File: src/hdl/scsp_pkg.sv
package scsp_pkg;

    // table geometry
    localparam int TABLE_SAMPLES = 32;
    localparam int IDX_W         = $clog2(TABLE_SAMPLES);
    localparam int ROM_W         = 12;

    // field and register widths
    localparam int PERIOD_W = 16;
    localparam int PCT_W    = 7;
    localparam int DC_W     = 8;
    localparam int REP_W    = 8;
    localparam int CFG_IDX_W = 8;
    localparam int CFG_DAT_W = 16;

    // serial divider geometry
    localparam int DIV_N_W = 28;
    localparam int DIV_D_W = 12;
    localparam int DIV_CNT_W = $clog2(DIV_N_W);

    // register indexes
    localparam logic [CFG_IDX_W-1:0] REG_PERIOD = 8'd0;
    localparam logic [CFG_IDX_W-1:0] REG_AMP    = 8'd1;
    localparam logic [CFG_IDX_W-1:0] REG_OFFSET = 8'd2;
    localparam logic [CFG_IDX_W-1:0] REG_REPEAT = 8'd3;

    // register reset values
    localparam logic [PERIOD_W-1:0] RST_PERIOD = 16'd479;
    localparam logic [PCT_W-1:0]    RST_AMP    = 7'd80;
    localparam logic [DC_W-1:0]     RST_OFFSET = 8'd0;
    localparam logic [REP_W-1:0]    RST_REPEAT = 8'd8;

    // scaling constants
    localparam logic [DIV_D_W-1:0] PCT_DIVISOR  = 12'd200;
    localparam logic [DIV_D_W-1:0] FULL_SCALE   = 12'd4095;
    localparam logic [DIV_N_W-1:0] ROUND_BIAS   = 28'd2047;
    localparam logic [PCT_W-1:0]   PCT_MAX      = 7'd100;
    localparam logic [PCT_W-1:0]   PCT_MIN      = 7'd1;
    localparam logic signed [DC_W-1:0] DC_MAX   = 8'sd100;
    localparam logic signed [DC_W-1:0] DC_MIN   = -8'sd100;

    // sequencer states
    typedef enum logic [3:0] {
        ST_IDLE,
        ST_MUL,
        ST_DC_GO,
        ST_DC_WAIT,
        ST_AMP_GO,
        ST_AMP_WAIT,
        ST_SCALE,
        ST_OUT_GO,
        ST_OUT_WAIT,
        ST_EMIT
    } t_state;

    // one period of the sine, 12-bit unsigned, centered on 2048
    function automatic logic [ROM_W-1:0] sine_rom(input logic [IDX_W-1:0] idx);
        logic [ROM_W-1:0] val;
        case (idx)
            5'd0:  val = 12'd2048;
            5'd1:  val = 12'd2447;
            5'd2:  val = 12'd2831;
            5'd3:  val = 12'd3185;
            5'd4:  val = 12'd3495;
            5'd5:  val = 12'd3750;
            5'd6:  val = 12'd3939;
            5'd7:  val = 12'd4056;
            5'd8:  val = 12'd4095;
            5'd9:  val = 12'd4056;
            5'd10: val = 12'd3939;
            5'd11: val = 12'd3750;
            5'd12: val = 12'd3495;
            5'd13: val = 12'd3185;
            5'd14: val = 12'd2831;
            5'd15: val = 12'd2447;
            5'd16: val = 12'd2048;
            5'd17: val = 12'd1649;
            5'd18: val = 12'd1265;
            5'd19: val = 12'd911;
            5'd20: val = 12'd601;
            5'd21: val = 12'd346;
            5'd22: val = 12'd157;
            5'd23: val = 12'd40;
            5'd24: val = 12'd0;
            5'd25: val = 12'd40;
            5'd26: val = 12'd157;
            5'd27: val = 12'd346;
            5'd28: val = 12'd601;
            5'd29: val = 12'd911;
            5'd30: val = 12'd1265;
            5'd31: val = 12'd1649;
            default: val = 12'd2048;
        endcase
        return val;
    endfunction

endpackage

File: src/hdl/scaled_sine_pwm_sequencer.sv
// Scaled sine PWM sequencer.
// Input stream: one word per PWM carrier period, s_axis_tdata[0] = carrier tick.
// Words with the tick clear are taken and dropped. A repetition counter passes
// every (repeat_count+1)-th tick; the first tick after reset passes.
// Output stream: one word per passed tick, carrying the scaled compare value,
// the sine table position it came from, and tlast on the last table position.
// Configuration: i_cfg_we writes register i_cfg_idx (0 period, 1 amplitude,
// 2 offset, 3 repeat count) from i_cfg_data; other indexes are ignored.
// Each sample is computed by three divisions (by 200, 200 and 4095) run one
// after the other on a single 28-bit restoring divider at one bit per cycle,
// plus multiply, scale and load steps. s_axis_tready is low while a sample is
// computed, so no new tick is taken until it is loaded into the output register.
// A finished sample sits in the output register; a new tick is taken while it
// waits. If the receiver stalls, the next sample holds in the last step until
// the output register frees.
// Reset (synchronous, active low) restores register defaults, clears the table
// position and the repetition counter, and drops any pending output word.
module scaled_sine_pwm_sequencer (
    input  logic                              i_clk,
    input  logic                              i_rst_n,
    // config write port
    input  logic                              i_cfg_we,
    input  logic [scsp_pkg::CFG_IDX_W-1:0]    i_cfg_idx,
    input  logic [scsp_pkg::CFG_DAT_W-1:0]    i_cfg_data,
    // tick stream
    input  logic                              s_axis_tvalid,
    output logic                              s_axis_tready,
    input  logic [7:0]                        s_axis_tdata,   // [0] carrier_tick
    // sample stream
    output logic                              m_axis_tvalid,
    input  logic                              m_axis_tready,
    output logic [23:0]                       m_axis_tdata,   // [15:0] compare_value,
                                                              // [20:16] sample_index
    output logic                              m_axis_tlast    // cycle_end
);
    import scsp_pkg::*;

    // configuration registers
    logic [PERIOD_W-1:0]    r_period;
    logic [PCT_W-1:0]       r_amp_pct;
    logic [DC_W-1:0]        r_offset;
    logic [REP_W-1:0]       r_repeat;

    // sequencing state
    t_state                 r_state, n_state;
    logic [IDX_W-1:0]       r_pos;
    logic [IDX_W-1:0]       r_idx;
    logic [REP_W-1:0]       r_rep_left;

    // datapath
    logic                   r_dc_neg;
    logic [22:0]            r_prod_dc;
    logic [22:0]            r_prod_amp;
    logic signed [18:0]     r_mid;
    logic [14:0]            r_amp;
    logic [DIV_N_W-1:0]     r_num;
    logic [PERIOD_W-1:0]    r_cmp;

    // output register
    logic                   r_m_valid;
    logic [23:0]            r_m_data;
    logic                   r_m_last;

    // divider hookup
    logic                   w_div_start;
    logic [DIV_N_W-1:0]     w_div_n;
    logic [DIV_D_W-1:0]     w_div_d;
    logic                   w_div_done;
    logic [DIV_N_W-1:0]     w_div_q;

    logic                   w_accept;
    logic                   w_out_free;
    logic signed [DC_W-1:0] w_dc;
    logic signed [DC_W-1:0] w_dc_neg;
    logic [PCT_W-1:0]       w_dc_mag;
    logic [PCT_W-1:0]       w_pct;
    logic [ROM_W-1:0]       w_base;
    logic [26:0]            w_amp_base;
    logic signed [18:0]     w_off;
    logic signed [18:0]     w_v;

    assign w_accept   = s_axis_tvalid && s_axis_tready;
    assign w_out_free = !r_m_valid || m_axis_tready;

    // clamp the percentages to their legal ranges
    always_comb begin
        w_dc = signed'(r_offset);
        if (w_dc < DC_MIN) begin
            w_dc = DC_MIN;
        end else if (w_dc > DC_MAX) begin
            w_dc = DC_MAX;
        end
        w_dc_neg = DC_W'(0) - w_dc;
        w_dc_mag = w_dc[DC_W-1] ? w_dc_neg[PCT_W-1:0] : w_dc[PCT_W-1:0];

        w_pct = r_amp_pct;
        if (w_pct < PCT_MIN) begin
            w_pct = PCT_MIN;
        end else if (w_pct > PCT_MAX) begin
            w_pct = PCT_MAX;
        end
    end

    // scaling arithmetic
    always_comb begin
        w_base     = sine_rom(r_idx);
        w_amp_base = {12'd0, r_amp} * {15'd0, w_base};
        w_off      = r_dc_neg ? -$signed({3'd0, w_div_q[15:0]})
                              :  $signed({3'd0, w_div_q[15:0]});
        w_v        = r_mid - $signed({4'd0, r_amp}) + $signed({3'd0, w_div_q[15:0]});
    end

    // config writes
    always_ff @(posedge i_clk) begin
        if (!i_rst_n) begin
            r_period  <= RST_PERIOD;
            r_amp_pct <= RST_AMP;
            r_offset  <= RST_OFFSET;
            r_repeat  <= RST_REPEAT;
        end else if (i_cfg_we) begin
            case (i_cfg_idx)
                REG_PERIOD: r_period  <= i_cfg_data;
                REG_AMP:    r_amp_pct <= i_cfg_data[PCT_W-1:0];
                REG_OFFSET: r_offset  <= i_cfg_data[DC_W-1:0];
                REG_REPEAT: r_repeat  <= i_cfg_data[REP_W-1:0];
                default: ;
            endcase
        end
    end

    // state register
    always_ff @(posedge i_clk) begin
        if (!i_rst_n) begin
            r_state <= ST_IDLE;
        end else begin
            r_state <= n_state;
        end
    end

    // next state and divider control
    always_comb begin
        n_state       = r_state;
        s_axis_tready = 1'b0;
        w_div_start   = 1'b0;
        w_div_n       = {5'd0, r_prod_dc};
        w_div_d       = PCT_DIVISOR;
        case (r_state)
            ST_IDLE: begin
                s_axis_tready = 1'b1;
                if (w_accept && s_axis_tdata[0] && (r_rep_left == '0)) begin
                    n_state = ST_MUL;
                end
            end
            ST_MUL:   n_state = ST_DC_GO;
            ST_DC_GO: begin
                w_div_start = 1'b1;
                n_state     = ST_DC_WAIT;
            end
            ST_DC_WAIT: begin
                if (w_div_done) begin
                    n_state = ST_AMP_GO;
                end
            end
            ST_AMP_GO: begin
                w_div_start = 1'b1;
                w_div_n     = {5'd0, r_prod_amp};
                n_state     = ST_AMP_WAIT;
            end
            ST_AMP_WAIT: begin
                if (w_div_done) begin
                    n_state = ST_SCALE;
                end
            end
            ST_SCALE: n_state = ST_OUT_GO;
            ST_OUT_GO: begin
                w_div_start = 1'b1;
                w_div_n     = r_num;
                w_div_d     = FULL_SCALE;
                n_state     = ST_OUT_WAIT;
            end
            ST_OUT_WAIT: begin
                if (w_div_done) begin
                    n_state = ST_EMIT;
                end
            end
            ST_EMIT: begin
                if (w_out_free) begin
                    n_state = ST_IDLE;
                end
            end
            default: n_state = ST_IDLE;
        endcase
    end

    // tick counting and table position
    always_ff @(posedge i_clk) begin
        if (!i_rst_n) begin
            r_pos      <= '0;
            r_rep_left <= '0;
        end else if (w_accept && s_axis_tdata[0]) begin
            if (r_rep_left != '0) begin
                r_rep_left <= r_rep_left - 1'b1;
            end else begin
                r_rep_left <= r_repeat;
                r_pos      <= r_pos + 1'b1;
            end
        end
    end

    // per-sample datapath
    always_ff @(posedge i_clk) begin
        if (r_state == ST_IDLE) begin
            r_idx <= r_pos;
        end
        if (r_state == ST_MUL) begin
            r_dc_neg   <= w_dc[DC_W-1];
            r_prod_dc  <= {7'd0, r_period} * {16'd0, w_dc_mag};
            r_prod_amp <= {7'd0, r_period} * {16'd0, w_pct};
        end
        if (r_state == ST_DC_WAIT && w_div_done) begin
            r_mid <= $signed({3'd0, r_period >> 1}) + w_off;
        end
        if (r_state == ST_AMP_WAIT && w_div_done) begin
            r_amp <= w_div_q[14:0];
        end
        if (r_state == ST_SCALE) begin
            r_num <= {w_amp_base, 1'b0} + ROUND_BIAS;
        end
        if (r_state == ST_OUT_WAIT && w_div_done) begin
            if (w_v < 0) begin
                r_cmp <= '0;
            end else if (w_v > $signed({3'd0, r_period})) begin
                r_cmp <= r_period;
            end else begin
                r_cmp <= w_v[PERIOD_W-1:0];
            end
        end
    end

    // output register
    always_ff @(posedge i_clk) begin
        if (!i_rst_n) begin
            r_m_valid <= 1'b0;
        end else if (r_state == ST_EMIT && w_out_free) begin
            r_m_valid <= 1'b1;
        end else if (m_axis_tready) begin
            r_m_valid <= 1'b0;
        end
    end

    always_ff @(posedge i_clk) begin
        if (r_state == ST_EMIT && w_out_free) begin
            r_m_data <= {3'd0, r_idx, r_cmp};
            r_m_last <= (r_idx == IDX_W'(TABLE_SAMPLES - 1));
        end
    end

    scsp_div u_div (
        .i_clk      (i_clk),
        .i_rst_n    (i_rst_n),
        .i_start    (w_div_start),
        .i_dividend (w_div_n),
        .i_divisor  (w_div_d),
        .o_done     (w_div_done),
        .o_quotient (w_div_q)
    );

    assign m_axis_tvalid = r_m_valid;
    assign m_axis_tdata  = r_m_data;
    assign m_axis_tlast  = r_m_last;

endmodule

File: src/hdl/scsp_div.sv
// Restoring divider, one quotient bit per cycle, MSB first.
module scsp_div (
    input  logic                            i_clk,
    input  logic                            i_rst_n,
    input  logic                            i_start,
    input  logic [scsp_pkg::DIV_N_W-1:0]    i_dividend,
    input  logic [scsp_pkg::DIV_D_W-1:0]    i_divisor,
    output logic                            o_done,
    output logic [scsp_pkg::DIV_N_W-1:0]    o_quotient
);
    import scsp_pkg::*;

    logic                   r_busy;
    logic                   r_done;
    logic [DIV_CNT_W-1:0]   r_cnt;
    logic [DIV_N_W-1:0]     r_quo;     // dividend bits out at top, quotient bits in at bottom
    logic [DIV_D_W-1:0]     r_rem;
    logic [DIV_D_W-1:0]     r_dsr;

    logic [DIV_D_W:0]       w_rem_sh;
    logic                   w_ge;
    logic [DIV_D_W:0]       w_diff;

    // one trial subtraction
    always_comb begin
        w_rem_sh = {r_rem, r_quo[DIV_N_W-1]};
        w_ge     = (w_rem_sh >= {1'b0, r_dsr});
        w_diff   = w_rem_sh - {1'b0, r_dsr};
    end

    // control
    always_ff @(posedge i_clk) begin
        if (!i_rst_n) begin
            r_busy <= 1'b0;
            r_done <= 1'b0;
            r_cnt  <= '0;
        end else begin
            r_done <= 1'b0;
            if (i_start) begin
                r_busy <= 1'b1;
                r_cnt  <= DIV_CNT_W'(DIV_N_W - 1);
            end else if (r_busy) begin
                r_cnt <= r_cnt - 1'b1;
                if (r_cnt == '0) begin
                    r_busy <= 1'b0;
                    r_done <= 1'b1;
                end
            end
        end
    end

    // datapath
    always_ff @(posedge i_clk) begin
        if (i_start) begin
            r_quo <= i_dividend;
            r_rem <= '0;
            r_dsr <= i_divisor;
        end else if (r_busy) begin
            r_quo <= {r_quo[DIV_N_W-2:0], w_ge};
            r_rem <= w_ge ? w_diff[DIV_D_W-1:0] : w_rem_sh[DIV_D_W-1:0];
        end
    end

    assign o_done     = r_done;
    assign o_quotient = r_quo;

endmodule

File: config.mk
export PLATFORM = sky130hd
export DESIGN_NAME = scaled_sine_pwm_sequencer
export DESIGN_NICKNAME = d
export VERILOG_FILES = /design/src/hdl/scsp_pkg.sv /design/src/hdl/scaled_sine_pwm_sequencer.sv /design/src/hdl/scsp_div.sv
export SDC_FILE = /design/constraint.sdc
export NUM_CORES = 1
export LEC_CHECK = 0
export ABC_CLOCK_PERIOD_IN_PS = 8400
export BUFFER_PORTS_ARGS = -buffer_cell sky130_fd_sc_hd__buf_4
export CAP_MARGIN = 20
export CORE_MARGIN = 2
export CORE_UTILIZATION = 40
export DETAILED_ROUTE_END_ITERATION = 6
export PLACE_DENSITY_LB_ADDON = 0.05
export SLEW_MARGIN = 20
export SYNTH_ARGS = -nofsm -noshare
export SYNTH_HDL_FRONTEND = slang
export SYNTH_HIERARCHICAL = 1
export SYNTH_SLANG_ARGS = --single-unit
File: constraint.sdc
create_clock -name i_clk -period 8.4 [get_ports i_clk]
set_input_delay 1.68 -clock i_clk [delete_from_list [all_inputs] [get_ports i_clk]]
set_output_delay 1.68 -clock i_clk [all_outputs]
set_load 0.03 [all_outputs]
==> flow_summary.json, run 1 <==
{
  "rr_startpoint": "r_offset[4]$_SDFFE_PN0P_",
  "status": "complete, no violations",
  "holdPathStages": 0,
  "instances_no_fill": 3945,
  "max_freq_mhz": 131,
  "power_leakage_nw": 14.0,
  "fp.dieH_um": 268,
  "final_core_util": 0.444,
  "synth_top_family_by_area": "adder cells",
  "wire_per_inst_um": 19.2,
  "cts_tree": "built",
  "final_max_slew_viol_count": 0,
  "p_per_area_nw_per_um2": 257,
  "holdWs_ns": 0.421,
  "cts_resized": 0,
  "setup_viol": 0,
  "ys_types": 100,
  "rsz0062_at_grt": "no",
  "cts_hold_buf": 0,
  "path_buf_inv": 3,
  "min_from": "r_cmp[15]$_SDFFCE_PN0P_",
  "via_count": 20600,
  "drt_wl_total_um": 75900,
  "start_kind": "flop",
  "cpMostUsedCell": "fa_1",
  "io_buffers": 53,
  "synth_area_leaders": "edfxtp_1, fa_1, ha_1, dfxtp_1, nand2_1",
  "synth_top_area_frac": 0.206,
  "htreeDepth": 2,
  "nets": 3538,
  "drc": 0,
  "fin_tns_setup_ns": 0,
  "hp-class": "flop to flop",
  "ys_ff_latch": 279,
  "clkTransAtPathRegs_ns": 0.06,
  "grt-ovfl-total": 0,
  "synth-simple-area-share": 0.168,
  "path_class": "flop to flop",
  "cts_made_buffers": 36,
  "synth_area_leader_cell": "edfxtp_1",
  "synth-compound-area-share": 0.111,
  "grt_max_degree": 63,
  "total_power_mw": 7.85,
  "synth-adder-area-share": 0.306,
  "tightest_slew_ns": 1.12,
  "place_congestion": 0.832,
  "viasPerCell": 5.22,
  "muxShareOfSynthArea": 0.0297,
  "timing.rr.end": "r_prod_dc[22]$_DFFE_PP_",
  "drtAntennaViolNets": 0,
  "synth_cells": 2969,
  "ir_drop_mv": 0.230,
  "ios": 64,
  "cts_setup_buffers": 0,
  "diodes": 0,
  "ys_async_sr_fraction": 0,
  "cp_slowest_cell": "o21a_1",
  "slew_headroom": 0.250,
  "worstPathMaxFanout": 16,
  "dp.cells": 3881,
  "dpl_cell_area_um2": 29300,
  "hold_end": "m_axis_tdata[15]$_DFFE_PP_",
  "syn_area_per_cell_um2": 9.39,
  "layout-drive-gt1-share": 0.0820,
  "yosysSeqAreaShare": 0.269,
  "area_growth_pct": 9.65,
  "grt_pass1_vias": 21200,
  "synth_flop_cell": "edfxtp_1",
  "reg2reg_depth": 26,
  "critPathCaptureType": "flop",
  "core_area_um2": 68800,
  "synth-edff-count": 191,
  "first_pass_iters": 5,
  "finalHoldViolations": 0,
  "max_cap_violations": 0,
  "syn_area_um2": 27900,
  "cpPeakStageDelay_ns": 0.61,
  "critPathRequiredTime_ns": 8.69,
  "fin_area_um2": 30600,
  "clock_path_buffers": 3,
  "initial_core_util": 0.405,
  "layout_setup_ws_ns": 0.771,
  "row_count": 96,
  "cts.sinks": 279,
  "critical_path.top_delay_family": "compound AO/OA/AOI/OAI gates",
  "die_w_um": 268,
  "finalCritPeriodShare": 0.908,
  "yosysMostFrequentCell": "nand2_1",
  "antenna_found_initial": 2,
  "ys_top_cells_by_count": "nand2_1, inv_1, fa_1, ha_1, edfxtp_1",
  "yosysWarnings": 6,
  "insertion_delay_ns": 0.57,
  "skew_ns": 0.0347,
  "worstPathArrival_ns": 7.92,
  "post-place-ws_ns": 0.762,
  "synth_xor_area_frac": 0.0407,
  "globalRouteTotalUtil": 0.218,
  "grt_pass1_wl_um": 121000,
  "clock_tree.root_cell": "clkbuf_16",
  "dp_hpwl_um": 57900,
  "rrSetupSlack_ns": 0.77,
  "die_area_um2": 71800,
  "drtIter0Drc": 1303,
  "finalCriticalPeriod_ns": 7.63
}
## worst max path at each step
| stage | start | endpoint | slack [ns] | cells past startpoint |
|---|---|---|---|---|
| 6_report | r_offset[4]$_SDFFE_PN0P_ | r_prod_dc[22]$_DFFE_PP_ | 0.77 | 26 |
| 5_1_grt | r_offset[5]$_SDFFE_PN0P_ | r_prod_dc[22]$_DFFE_PP_ | 0.11 | 26 |
| 4_1_cts | r_offset[5]$_SDFFE_PN0P_ | r_prod_dc[22]$_DFFE_PP_ | 0.72 | 26 |
| 3_5_place_dp | r_offset[4]$_SDFFE_PN0P_ | r_prod_dc[22]$_DFFE_PP_ | 0.76 | 26 |
| 3_3_place_gp | r_offset[4]$_SDFFE_PN0P_ | r_prod_dc[22]$_DFFE_PP_ | 0.89 | 26 |
| 2_1_floorplan | r_offset[4]$_SDFFE_PN0P_ | r_prod_dc[22]$_DFFE_PP_ | 1.69 | 28 |
## per-layer routing
metal  up-vias  part of all wire  global-route usage
met3       100             0.038              0.0243
met5         -                 0                   0
met4         0             0.024              0.0550
met1     10200              0.46               0.299
li1       9881                 -                   -
met2       376              0.48               0.367
## cell families (layout without fill, tap and decap cells)
group,after synthesis,count (layout)
DFF,279,279
and+or+nand+nor,983,983
muxes,79,79
xor gates and xnor gates,128,128
other,2,6
adders and majority gates,512,512
AOI/OAI and AO/OA,438,438
buffers and inverters,548,589
## where the power goes
group | total (mW) | internal [mW] | switching (mW)
Clock | 1.61 | 0.960 | 0.649
Sequential | 1.93 | 1.75 | 0.181
Combinational | 4.31 | 1.69 | 2.62
## sequential cells by signal, indices dropped and copies added, names as in the netlist, 4 cells and up
name              cells
r_prod_dc            23
r_amp_pct             7
r_period             16
r_pos                 5
r_offset              8
r_amp                15
r_prod_amp           23
r_num                27
w_base               12
u_div/r_rem          12
r_rep_left            8
r_idx                 5
u_div/r_cnt           5
r_mid                19
u_div/o_quotient     28
u_div/r_dsr          12
m_axis_tdata         21
r_cmp                16
r_state               4
r_repeat              8
## cell type report
cell class | instances | area, um^2
well taps | 931 | 1160
inverters | 431 | 1620
flip-flops and latches | 279 | 7500
clock buffers | 40 | 926
repair buffers | 95 | 717
multi-input cells | 2146 | 18400
clock inverters | 23 | 288
fillers | 6673 | 38300
## layout by cell type, fill, tap and decap left out, drive strengths merged, types with 12 or more instances in the layout
cell	count
ha	227
or3	12
a22oi	26
fa	285
nor4	16
o211ai	26
a21oi	98
inv	435
xor2	40
and3	17
xnor2	87
buf	95
nor2	134
dfxtp	88
a211oi	22
edfxtp	191
mux2i	50
a31oi	14
o21a	21
nand2	445
nand4	17
and2	136
nand2b	27
a21o	38
a21boi	12
clkbuf	40
nor3	66
o21ai	87
mux2	29
nand3	41
nor2b	43
No activity file was read; power rests on OpenSTA's default activity.
==> run 2: changes to the inputs <==
--- a/config.mk
+++ b/config.mk
@@ -12,8 +12,8 @@
 export CORE_UTILIZATION = 40
 export DETAILED_ROUTE_END_ITERATION = 6
 export PLACE_DENSITY_LB_ADDON = 0.05
+export REMOVE_ABC_BUFFERS = 1
 export SLEW_MARGIN = 20
 export SYNTH_ARGS = -nofsm -noshare
 export SYNTH_HDL_FRONTEND = slang
-export SYNTH_HIERARCHICAL = 1
 export SYNTH_SLANG_ARGS = --single-unit
==> run 2 against run 1 <==
Clock power fell by 11%. Synthesized cell count shrank 3.6%. Via count shrank 3.9%. Clock skew decreased by 0.016 ns. Cell count shrank 4.5%. Design area fell by 4.1%. Hold slack worse by 0.00091 ns. Synthesized area decreased by 3.7%. Sequential share of layout area is 0.075 points lower. Critical endpoint unchanged. Highest routed layer unchanged.
==> flow_summary.json, run 2 <==
{
  "ys_types": 85,
  "max_freq_mhz": 140,
  "ys_ff_latch": 268,
  "cpMostUsedCell": "o21ai_0",
  "ys_top_cells_by_count": "inv_1, nand2_1, fa_1, ha_1, edfxtp_1",
  "hp-class": "flop to flop",
  "grt_max_degree": 64,
  "setup_viol": 0,
  "htreeDepth": 2,
  "rsz0062_at_grt": "no",
  "grt-ovfl-total": 0,
  "clock_tree.root_cell": "clkbuf_16",
  "initial_core_util": 0.406,
  "synth_xor_area_frac": 0.0453,
  "cts_setup_buffers": 0,
  "fin_tns_setup_ns": 0,
  "via_count": 19800,
  "first_pass_iters": 5,
  "critPathCaptureType": "flop",
  "path_class": "flop to flop",
  "power_leakage_nw": 13.4,
  "clock_path_buffers": 3,
  "area_growth_pct": 9.18,
  "synth_area_leader_cell": "fa_1",
  "row_count": 94,
  "insertion_delay_ns": 0.55,
  "core_area_um2": 66100,
  "synth-adder-area-share": 0.317,
  "p_per_area_nw_per_um2": 260,
  "tightest_slew_ns": 1.06,
  "dp_hpwl_um": 56600,
  "final_cell_mix": "inv_1, nand2_1, fa_1",
  "synth-compound-area-share": 0.114,
  "drtIter0Drc": 1243,
  "grt_pass1_wl_um": 116000,
  "synth_area_leaders": "fa_1, edfxtp_1, ha_1, dfxtp_1, inv_1",
  "drtAntennaViolNets": 0,
  "drc": 0,
  "nets": 3428,
  "viasPerCell": 5.25,
  "worstPathMaxFanout": 16,
  "globalRouteTotalUtil": 0.212,
  "cts_made_buffers": 34,
  "synth_flop_cell": "edfxtp_1",
  "slew_headroom": 0.292,
  "syn_area_um2": 26800,
  "synth_cells": 2862,
  "synth-edff-count": 180,
  "syn_area_per_cell_um2": 9.38,
  "wire_per_inst_um": 19.3,
  "start_kind": "flop",
  "finalCritPeriodShare": 0.851,
  "die_area_um2": 69200,
  "ios": 64,
  "synth_top_family_by_area": "adder cells",
  "yosysMostFrequentCell": "inv_1",
  "yosysSeqAreaShare": 0.267,
  "place_congestion": 0.846,
  "drt_wl_total_um": 72800,
  "holdWs_ns": 0.420,
  "ir_drop_mv": 0.259,
  "final_max_slew_viol_count": 0,
  "cts.sinks": 268,
  "ys_async_sr_fraction": 0,
  "synth-simple-area-share": 0.162,
  "diodes": 0,
  "fill_cells": 6450,
  "cpPeakStageDelay_ns": 0.55,
  "cp_slowest_cell": "fa_1",
  "finalCriticalPeriod_ns": 7.15,
  "cts_hold_buf": 0,
  "final_common_cell": "inv_1",
  "yosysWarnings": 0,
  "finalHoldViolations": 0,
  "dpl_cell_area_um2": 28200,
  "dp.cells": 3709,
  "io_buffers": 53,
  "fin_area_um2": 29300,
  "cts_resized": 0,
  "synth_top_area_frac": 0.212,
  "cts_tree": "built",
  "fp.dieH_um": 263,
  "layout-drive-gt1-share": 0.0658,
  "grt_pass1_vias": 20300,
  "skew_ns": 0.0184,
  "muxShareOfSynthArea": 0.0206,
  "antenna_found_initial": 0,
  "critPathRequiredTime_ns": 8.69,
  "max_cap_violations": 0,
  "instances_no_fill": 3768,
  "clkTransAtPathRegs_ns": 0.06,
  "status": "complete, no violations",
  "die_w_um": 263,
  "largest_reg_flops": 28,
  "worstPathArrival_ns": 7.44
}
run 2: changes by cell type after synthesis, sizes merged, moves of 9 or more:
cell | before | now
o21ai | 87 | 100
nand2 | 445 | 372
inv | 430 | 410
nor3 | 66 | 57
mux2 | 29 | 3
nor2 | 134 | 151
a21oi | 98 | 121
edfxtp | 191 | 180
a22o | 0 | 12
xnor2 | 87 | 106
run 2: stage by stage:
stage	setup WS [ns]	power (mW)	utilization
2_1_floorplan	1.88	5.13	-
3_3_place_gp	1.36	6.14	0.427
3_5_place_dp	1.32	6.16	0.427
4_1_cts	1.29	7.72	0.443
5_1_grt	0.575	8.35	0.444
6_report	1.25	7.63	0.444
run 2: area by class of cell:
type | instances | area (um^2) | share of cell area
clock buffers | 46 | 957 | 0.0327
clock inverters | 13 | 120 | 0.00410
inverters | 411 | 1540 | 0.0526
multi-input cells | 2069 | 17700 | 0.604
flip-flops and latches | 268 | 7170 | 0.244
well taps | 864 | 1080 | 0.0369
repair buffers | 97 | 728 | 0.0248
run 2: worst paths after layout:
check	startpoint	end	slack, ns	cells after the start
max	r_offset[6]$_SDFFE_PN0P_	r_prod_dc[22]$_DFFE_PP_	1.25	28
min	r_cmp[1]$_SDFFCE_PN0P_	m_axis_tdata[1]$_DFFE_PP_	0.42	0
max reg2reg	r_offset[6]$_SDFFE_PN0P_	r_prod_dc[22]$_DFFE_PP_	1.25	28
min reg2reg	r_cmp[1]$_SDFFCE_PN0P_	m_axis_tdata[1]$_DFFE_PP_	0.42	0
run 2: critical path: cells and delay by family (launching register included):
family	cells	cell delay [ns]
fa+ha+maj	6	2.52
compound gates	10	2.05
simple gates	6	1.10
buf+inv	5	0.65
flops	1	0.43
xor+xnor	1	0.10
run 2: power breakdown:
| group | internal [mW] | total, mW | switching, mW |
|---|---|---|---|
| Sequential | 1.69 | 1.85 | 0.159 |
| Clock | 0.834 | 1.44 | 0.605 |
| Combinational | 1.76 | 4.35 | 2.59 |
| Total | 4.28 | 7.63 | 3.35 |
run 2: kinds of logic after synthesis:
logic type / Yosys count
AO/OA/AOI/OAI: 462
XOR/XNOR: 139
adder cells (fa/ha/maj): 510
buffers and inverters: 527
flip-flops: 268
multiplexers: 55
other: 1
AND/OR/NAND/NOR: 900
run 2: metal layers:
metal | track usage | wire length, um | vias to the layer above
met5 | 0 | 0 | -
met4 | 0.0485 | 1350 | 0
met3 | 0.0268 | 3010 | 73
met2 | 0.352 | 34400 | 374
met1 | 0.295 | 34000 | 9861
li1 | - | - | 9478
==> run 3: changes to the inputs <==
--- a/config.mk
+++ b/config.mk
@@ -10,6 +10,7 @@
 export CAP_MARGIN = 20
 export CORE_MARGIN = 2
 export CORE_UTILIZATION = 40
+export CTS_BUF_LIST = sky130_fd_sc_hd__clkbuf_8
 export DETAILED_ROUTE_END_ITERATION = 6
 export PLACE_DENSITY_LB_ADDON = 0.05
 export REMOVE_ABC_BUFFERS = 1
==> run 3 against run 2 <==
Clock-buffer cell count grew 11. Combinational power about the same. Sequential share of layout area is essentially flat. Routed wire length about the same. Critical path type unchanged. Critical endpoint unchanged.
==> flow_summary.json, run 3 (synthesis results as in run 2) <==
{
  "status": "complete, no violations",
  "first_pass_iters": 7,
  "grt-ovfl-total": 0,
  "nets": 3443,
  "final_cell_mix": "inv_1, nand2_1, fa_1",
  "finalHoldViolations": 0,
  "dpl_cell_area_um2": 28200,
  "cts_hold_buf": 0,
  "rsz0062_at_grt": "no",
  "htreeDepth": 2,
  "holdWs_ns": 0.420,
  "worstPathArrival_ns": 7.48,
  "rr_startpoint": "r_offset[6]$_SDFFE_PN0P_",
  "grt_max_degree": 64,
  "layout-drive-gt1-share": 0.0708,
  "final_common_cell": "inv_1",
  "finalCritPeriodShare": 0.846,
  "cts_tree": "built",
  "critical_path.top_delay_family": "adder cells",
  "cts_made_buffers": 49,
  "die_area_um2": 69200,
  "globalRouteTotalUtil": 0.212,
  "critPathRequiredTime_ns": 8.78,
  "reg2reg_depth": 28,
  "row_count": 94,
  "fp.dieH_um": 263,
  "core_area_um2": 66100,
  "wire_per_inst_um": 19.2,
  "final_core_util": 0.443,
  "initial_core_util": 0.406,
  "clock_path_buffers": 3,
  "die_w_um": 263,
  "max_freq_mhz": 141,
  "min_from": "r_cmp[7]$_SDFFCE_PN0P_",
  "largest_reg_flops": 28,
  "skew_ns": 0.0322,
  "power_leakage_nw": 13.5,
  "drc": 0,
  "area_growth_pct": 8.97,
  "ir_drop_mv": 0.257,
  "fin_area_um2": 29300,
  "io_buffers": 53,
  "cts_setup_buffers": 0,
  "crit_cells": 28,
  "slew_headroom": 0.281,
  "tightest_slew_ns": 1.05,
  "antenna_found_initial": 1,
  "grt_pass1_vias": 20500,
  "hp-class": "flop to flop",
  "p_per_area_nw_per_um2": 256,
  "viasPerCell": 5.23,
  "timing.rr.end": "r_prod_dc[22]$_DFFE_PP_",
  "drtIter0Drc": 1148,
  "worstPathMaxFanout": 16,
  "max_cap_violations": 0,
  "place_congestion": 0.846,
  "cts_resized": 0,
  "clock_tree.root_cell": "clkbuf_8",
  "cts.sinks": 268,
  "drt_wl_total_um": 72800,
  "clkTransAtPathRegs_ns": 0.06,
  "cp_slowest_cell": "fa_1",
  "crit_start": "r_offset[6]$_SDFFE_PN0P_",
  "path_buf_inv": 5,
  "insertion_delay_ns": 0.64,
  "dp_hpwl_um": 56600,
  "final_max_slew_viol_count": 0,
  "via_count": 19900,
  "grt_pass1_wl_um": 116000,
  "cpPeakStageDelay_ns": 0.54,
  "setup_viol": 0,
  "fin_tns_setup_ns": 0,
  "fill_cells": 6468,
  "drtAntennaViolNets": 0,
  "finalCriticalPeriod_ns": 7.10,
  "start_kind": "flop",
  "holdPathStages": 0,
  "critPathCaptureType": "flop",
  "cpMostUsedCell": "o21ai_0",
  "rrSetupSlack_ns": 1.30,
  "ios": 64,
  "endpoint": "r_prod_dc[22]$_DFFE_PP_",
  "path_class": "flop to flop"
}
run 3: cell types whose count changed in the layout (fill, tap and decap cells not counted), moves of 2 or more:
cell / previous run / this run
inv_1: 410 / 427
diode_2: 0 / 2
bufinv_16: 1 / 3
clkbuf_1: 7 / 0
clkinv_8: 2 / 0
clkinv_1: 2 / 7
inv_8: 0 / 2
clkbuf_16: 35 / 0
clkbuf_8: 4 / 57
run 3: final cells by class:
class	instances	area (um^2)	share of cell area
tap	864	1080	0.0369
clock inverter	34	230	0.00787
antenna	2	5.00	0.000171
multi-input combinational	2069	17700	0.606
timing repair buffer	97	728	0.0249
inverter	411	1540	0.0527
clock buffer	57	785	0.0268
sequential	268	7170	0.245
run 3: metal layers:
layer	part of all wire	up-vias	GRT usage
li1	-	9519	-
met1	0.46	9899	0.290
met2	0.47	383	0.348
met3	0.045	98	0.0316
met4	0.027	0	0.0636
met5	0	-	0
run 3: power by group:
group / switching (mW) / internal, mW
clock: 0.596 / 0.713
combinational: 2.58 / 1.76
sequential: 0.159 / 1.69
run 3: how the worst min path moves through the flow:
| stage | to |
|---|---|
| floorplan | m_axis_tdata[0]$_DFFE_PP_ |
| global placement | m_axis_tdata[1]$_DFFE_PP_ |
| detailed placement | m_axis_tdata[1]$_DFFE_PP_ |
| CTS | m_axis_tdata[7]$_DFFE_PP_ |
| global route | m_axis_tdata[1]$_DFFE_PP_ |
| finish | m_axis_tdata[7]$_DFFE_PP_ |
run 3: stage by stage:
step                      std cells  worst slack [ns]  power [mW]
after global routing           3801             0.595        8.23
after CTS                      3800              1.31        7.58
after floorplan                2748              1.88        5.13
final                          3802              1.30        7.50
after global placement         3709              1.36        6.14
after detailed placement       3709              1.32        6.16
